===== src/hw/rtl/pac_pkg.sv =====
`default_nettype none
// ----------------------------------------------------------------------------
// pac_pkg
// shared types and constants for the pixel alpha compositor
// ----------------------------------------------------------------------------
package pac_pkg;

    localparam int CHAN_W   = 8;
    localparam int NUM_CHAN = 3;
    localparam int WORD_W   = 32;
    localparam int PROD_W   = 2 * CHAN_W + 2;

    typedef enum logic [1:0] {
        MODE_COPY  = 2'd0,
        MODE_RGBA  = 2'd1,
        MODE_GLYPH = 2'd2,
        MODE_NONE  = 2'd3
    } mode_t;

    localparam logic [CHAN_W-1:0] ALPHA_ZERO = 8'h00;
    localparam logic [CHAN_W-1:0] ALPHA_FULL = 8'hFF;

    typedef logic [NUM_CHAN-1:0][CHAN_W-1:0] color_t;
    typedef logic [NUM_CHAN-1:0][PROD_W-1:0] prod_t;

endpackage
`default_nettype wire


===== src/hw/rtl/pixel_alpha_compositor.sv =====
`default_nettype none
// ----------------------------------------------------------------------------
// pixel_alpha_compositor
// blends one source pixel into one framebuffer word, three-stage pipeline
// ----------------------------------------------------------------------------
// A pixel beat is taken whenever start is high; busy is always low, so one
// pixel can be issued on every clock. The new framebuffer word appears on
// out_word after the stage 1, stage 2 and output registers, marked by a
// single-cycle done pulse; there is no way to hold it off, so the receiver
// must capture it on that edge. The stages are the select stage, the signed
// channel multiply stage and the shift-and-add stage. text_color is written
// through the cfg port (always ready) and must only be changed while no
// pixel is in flight.
module pixel_alpha_compositor
    import pac_pkg::*;
(
    input  wire logic              clk,
    input  wire logic              rst_n,
    // pixel beat in
    input  wire logic              start,
    output logic                   busy,
    input  wire logic [1:0]        mode,
    input  wire logic [WORD_W-1:0] src_word,
    input  wire logic [WORD_W-1:0] dst_word,
    // result beat out
    output logic                   done,
    output logic [WORD_W-1:0]      out_word,
    // text colour register write
    input  wire logic              cfg_valid,
    output logic                   cfg_ready,
    input  wire logic [WORD_W-1:0] cfg_data
);

    // pipeline never stalls, so both sides are always open
    assign busy      = 1'b0;
    assign cfg_ready = 1'b1;

    logic [WORD_W-1:0] text_color_reg;

    always_ff @(posedge clk or negedge rst_n)
    begin
        if (!rst_n)
        begin
            text_color_reg <= '0;
        end
        else if (cfg_valid && cfg_ready)
        begin
            text_color_reg <= cfg_data;
        end
    end

    // ------------------------------------------------------------------
    // stage 1: decode mode and alpha, pick blend colour and pass word
    // ------------------------------------------------------------------
    logic              blend_next;
    logic [WORD_W-1:0] pass_next;
    logic [CHAN_W-1:0] alpha_next;
    color_t            color_next;
    logic [CHAN_W-1:0] alpha_rgba;
    logic [CHAN_W-1:0] alpha_glyph;

    assign alpha_rgba  = src_word[31:24];
    assign alpha_glyph = src_word[7:0];

    always_comb
    begin
        blend_next = 1'b0;
        pass_next  = dst_word;
        alpha_next = alpha_rgba;
        color_next = color_t'(src_word[23:0]);
        case (mode_t'(mode))
            MODE_COPY:
            begin
                pass_next = src_word;
            end
            MODE_RGBA:
            begin
                alpha_next = alpha_rgba;
                color_next = color_t'(src_word[23:0]);
                if (alpha_rgba == ALPHA_FULL)
                begin
                    pass_next = {dst_word[31:24], src_word[23:0]};
                end
                else if (alpha_rgba != ALPHA_ZERO)
                begin
                    blend_next = 1'b1;
                end
            end
            MODE_GLYPH:
            begin
                alpha_next = alpha_glyph;
                color_next = color_t'(text_color_reg[23:0]);
                if (alpha_glyph == ALPHA_FULL)
                begin
                    pass_next = text_color_reg;
                end
                else if (alpha_glyph != ALPHA_ZERO)
                begin
                    blend_next = 1'b1;
                end
            end
            default:
            begin
                // unused selector keeps the destination
                pass_next = dst_word;
            end
        endcase
    end

    logic              s1_valid_reg;
    logic              s1_blend_reg;
    logic [WORD_W-1:0] s1_pass_reg;
    logic [CHAN_W-1:0] s1_alpha_reg;
    color_t            s1_color_reg;
    logic [WORD_W-1:0] s1_dst_reg;

    always_ff @(posedge clk or negedge rst_n)
    begin
        if (!rst_n)
        begin
            s1_valid_reg <= 1'b0;
        end
        else
        begin
            s1_valid_reg <= start && !busy;
        end
    end

    always_ff @(posedge clk)
    begin
        s1_blend_reg <= blend_next;
        s1_pass_reg  <= pass_next;
        s1_alpha_reg <= alpha_next;
        s1_color_reg <= color_next;
        s1_dst_reg   <= dst_word;
    end

    // ------------------------------------------------------------------
    // stage 2: signed channel difference times alpha
    // ------------------------------------------------------------------
    color_t            s1_dst_color;
    prod_t             prod_next;

    assign s1_dst_color = color_t'(s1_dst_reg[23:0]);

    always_comb
    begin
        for (int ch = 0; ch < NUM_CHAN; ch++)
        begin
            logic signed [CHAN_W:0]   diff;
            logic signed [CHAN_W:0]   alpha_s;
            logic signed [PROD_W-1:0] prod;
            diff    = $signed({1'b0, s1_color_reg[ch]}) - $signed({1'b0, s1_dst_color[ch]});
            alpha_s = $signed({1'b0, s1_alpha_reg});
            prod    = diff * alpha_s;
            prod_next[ch] = prod;
        end
    end

    logic              s2_valid_reg;
    logic              s2_blend_reg;
    logic [WORD_W-1:0] s2_pass_reg;
    logic [WORD_W-1:0] s2_dst_reg;
    prod_t             s2_prod_reg;

    always_ff @(posedge clk or negedge rst_n)
    begin
        if (!rst_n)
        begin
            s2_valid_reg <= 1'b0;
        end
        else
        begin
            s2_valid_reg <= s1_valid_reg;
        end
    end

    always_ff @(posedge clk)
    begin
        s2_blend_reg <= s1_blend_reg;
        s2_pass_reg  <= s1_pass_reg;
        s2_dst_reg   <= s1_dst_reg;
        s2_prod_reg  <= prod_next;
    end

    // ------------------------------------------------------------------
    // stage 3: floor divide by 256 (arithmetic shift) and add destination
    // ------------------------------------------------------------------
    color_t            s2_dst_color;
    color_t            mix_color;
    logic [WORD_W-1:0] out_next;

    assign s2_dst_color = color_t'(s2_dst_reg[23:0]);

    always_comb
    begin
        for (int ch = 0; ch < NUM_CHAN; ch++)
        begin
            logic signed [PROD_W-1:0] q;
            q = $signed(s2_prod_reg[ch]) >>> CHAN_W;
            // result is known to stay in 0..255, so the low byte is exact
            mix_color[ch] = s2_dst_color[ch] + q[CHAN_W-1:0];
        end
    end

    assign out_next = s2_blend_reg ? {s2_dst_reg[31:24], mix_color} : s2_pass_reg;

    logic              done_reg;
    logic [WORD_W-1:0] out_word_reg;

    always_ff @(posedge clk or negedge rst_n)
    begin
        if (!rst_n)
        begin
            done_reg <= 1'b0;
        end
        else
        begin
            done_reg <= s2_valid_reg;
        end
    end

    always_ff @(posedge clk)
    begin
        out_word_reg <= out_next;
    end

    assign done     = done_reg;
    assign out_word = out_word_reg;

    // ------------------------------------------------------------------
    // assertions
    // ------------------------------------------------------------------

    // a result beat only follows an accepted pixel
    a_done_has_source: assert property (@(posedge clk) disable iff (!rst_n)
        done |-> $past(start, 3))
        else $error("result beat without an accepted pixel");

    // opaque copy passes the source word through unchanged
    a_copy_passes: assert property (@(posedge clk) disable iff (!rst_n)
        (start && mode == MODE_COPY) |-> ##3 (done && out_word == $past(src_word, 3)))
        else $error("opaque copy corrupted the source word");

    // zero rgba alpha keeps the destination word
    a_zero_alpha_keeps: assert property (@(posedge clk) disable iff (!rst_n)
        (start && mode == MODE_RGBA && src_word[31:24] == ALPHA_ZERO)
            |-> ##3 (out_word == $past(dst_word, 3)))
        else $error("zero alpha changed the destination");

    // blended words keep the destination top byte
    a_blend_top_byte: assert property (@(posedge clk) disable iff (!rst_n)
        (s2_valid_reg && s2_blend_reg) |=> (out_word[31:24] == $past(s2_dst_reg[31:24])))
        else $error("blend lost the destination top byte");

endmodule
`default_nettype wire

===== config.mk =====
export PLATFORM = sky130hd
export DESIGN_NAME = pixel_alpha_compositor
export DESIGN_NICKNAME = d
export VERILOG_FILES = /design/src/hw/rtl/pac_pkg.sv /design/src/hw/rtl/pixel_alpha_compositor.sv
export SDC_FILE = /design/constraint.sdc
export NUM_CORES = 1
export LEC_CHECK = 0
export ABC_AREA = 0
export ABC_CLOCK_PERIOD_IN_PS = 6410
export BUFFER_PORTS_ARGS = -buffer_cell sky130_fd_sc_hd__buf_2
export CAP_MARGIN = 20
export CORE_UTILIZATION = 45
export CTS_CLUSTER_SIZE = 30
export DETAILED_ROUTE_END_ITERATION = 7
export PLACE_DENSITY = 0.64
export SLEW_MARGIN = 20
export SYNTH_ARGS = -nofsm -noshare
export SYNTH_HDL_FRONTEND = slang
export SYNTH_SLANG_ARGS = --single-unit

===== constraint.sdc =====
create_clock -name clk -period 6.41 [get_ports clk]
set_input_delay 1.282 -clock clk [delete_from_list [all_inputs] [get_ports clk]]
set_output_delay 1.282 -clock clk [all_outputs]
set_load 0.02 [all_outputs]

==> flow_summary.ini <==
[outcome]
outcome = completed

[yosys]
synthMuxAreaShare_pct = 6.52
synth-simple-area-share_pct = 10.8
synth_nets = 1961
ys_seq_area_share_pct = 32.7
syn_inst = 1561
ys_warn_count = 0
synth_adder_area_share_pct = 31.2
ys_types = 52
synth_edf_count = 0
synth-xor-area-share_pct = 4.38
synth_top_family_by_area = adder cells
synthFlopType = dfxtp_1
avgSynthCellArea_um2 = 10.3
synth_compound_area_share_pct = 6.74
yosys_register_bits = 253
async_flop_share_pct = 13.8
netlist_area_um2 = 16000

[timing]
period_share_pct = 93.7
hold_viol_final = 0
max_freq_mhz = 166
slew_viol_final = 0
setup_slack_ps = 401
finalSetupViolations = 0
fin_crit_ps = 6010
skew_ps = 22.4
maxSlewHeadroom_pct = 30.6
worst_slew_pin_slew_ps = 1040

[global_routing]
grt_max_degree = 36
grt_pass1_wl_um = 58200
grt_pass1_vias = 11400
grt_usage_pct = 20.4
overflow = 0
antenna_found_initial = 1

[detailed_routing]
wl_per_cell_um = 16.2
drt_wl_total_um = 35200
drc = 0
vias_per_cell = 4.90
vias = 10700
ant_nets = 0
drt_iter0_markers = 426
first_pass_iters = 5

[placement]
dp_hpwl_um = 27900
portBuffers = 134
dp.cells = 2130
finalWeightedCongestion = 0.858
post-place-ws_ps = 147

[cells_and_area]
stdcell_count = 2175
fin_nets = 2101
final_cell_mix = 280 x inv_1, 217 x dfxtp_1, 168 x fa_1
area_delta_synth_final_pct = 13.9
drive_above_1_share_pct = 18.2
final_common_cell = inv_1

[setup_path]
required_ps = 6850
cp-end-kind = register
path_delay_family = adder cells
critPathKind = reg -> reg
crit_slowest_cell = fa_1
r2r-start = s1_dst_reg[1]
critPathMaxStageDelay_ps = 530
critPathMaxFanout = 8
worstPathArrival_ps = 6450
path_buf_inv = 5
r2r_end = s2_prod_reg[14]
r2r_slack_ps = 400
worst-r2r-cell-count = 25
start_kind = register

[floorplanning]
die_y_um = 191
num_rows = 68
core_area_um2 = 34800
ios = 137
die_area_um2 = 36300
die_width_um = 191
initial_core_util_pct = 46.0

[cts]
cts-root-buf = clkbuf_16
clk_latency_ps = 540
postCtsSetupRepairBufs = 0
clock_sinks = 253
htreeDepth = 1
numCtsBuffers = 24
postCtsHoldBufs = 0
cts_max_path_buffers = 3
cts_tree = yes
clk_pin_slew_ps = 70

[worst_hold_path]
min_path_type = reg -> reg
hold_depth = 0
hp-start = s1_pass_reg[14]
min_to = s2_pass_reg[14]

[job]
cap_violations = 0
==> final cells by class <==
class	count	area [µm²]
antenna	1	2.50
inverter	280	1050
clock inverter	14	234
multi-input combinational	983	9580
clock buffer	30	697
tap	455	569
fill	3120	16600
timing repair buffer	159	858
sequential	253	5240
==> through the flow <==
stage | TNS [ps] | util (%) | area, µm² | hold slack, ps
floorplan | 0 | - | 16000 | 310
global placement | 0 | 49.6 | 17300 | 310
detailed placement | 0 | 49.6 | 17300 | 312
CTS | 0 | 52.3 | 18200 | 322
global route | -7.32 | 52.4 | 18200 | 324
finish | 0 | 52.4 | 18200 | 321
==> synth_stat cells (2+ instances only) <==
cell	number	area, µm²
dfrtp_1	35	876
nor4_1	7	43.8
o21a_4	2	30.0
o211ai_1	2	15.0
buf_1	4	15.0
a31oi_1	2	12.5
xor2_1	15	131
mux2i_1	3	30.0
nand2b_1	21	131
nor2_1	38	143
a21o_1	14	105
buf_4	2	15.0
xnor2_1	65	569
clkbuf_1	38	143
o21a_1	9	67.6
and2b_1	5	37.5
or2_2	2	12.5
mux2_2	90	1010
nand4_1	5	31.3
a21boi_0	3	22.5
nor2b_1	41	257
fa_1	168	3360
nor3_1	10	50.1
or4b_1	2	20.0
dfxtp_1	218	4360
o41ai_2	4	65.1
o41ai_1	3	26.3
ha_1	130	1630
a21oi_1	28	140
a22oi_1	32	240
inv_1	280	1050
nand2_1	148	556
conb_1	2	7.51
a31o_2	2	17.5
o21ai_0	52	260
and2_1	63	394
==> how the worst max path moves through the flow <==
stage                      endpoint  slack [ps]  cells past startpoint             from
floorplan           s2_prod_reg[14]         930                     24  s1_color_reg[0]
global placement    s2_prod_reg[32]         460                     24    s1_dst_reg[9]
detailed placement  s2_prod_reg[32]         150                     24    s1_dst_reg[9]
CTS                 s2_prod_reg[32]         140                     24    s1_dst_reg[9]
global route        s2_prod_reg[32]          -7                     24    s1_dst_reg[9]
finish              s2_prod_reg[14]         400                     25    s1_dst_reg[1]
==> kinds of logic (layout without fill, tap and decap cells) <==
logic type | count (synthesis) | in the layout
AND/OR/NAND/NOR | 348 | 348
XOR/XNOR | 80 | 80
buffers and inverters | 325 | 483
flip-flops | 253 | 253
multiplexers | 93 | 93
AO/OA/AOI/OAI | 162 | 162
other | 2 | 3
adder cells (fa/ha/maj) | 298 | 298
==> per-layer routing <==
layer / track usage [%] / up-vias / part of all wire [%]
met5: 0 / - / 0
met4: 5.82 / 0 / 2.6
met3: 2.58 / 54 / 3.7
met2: 36.5 / 202 / 50
met1: 25.6 / 5219 / 44
li1: - / 5175 / -
==> what timing repair did <==
| action | CTS | global route |
|---|---|---|
| gates resized for setup | 0 | 5 |
| endpoints found under the setup margin | 0 | 6 |
| hold endpoints to repair | 0 | 0 |
Power is not shown: default switching activity piles up to over one toggle a cycle in this logic, so the estimate is an artifact.
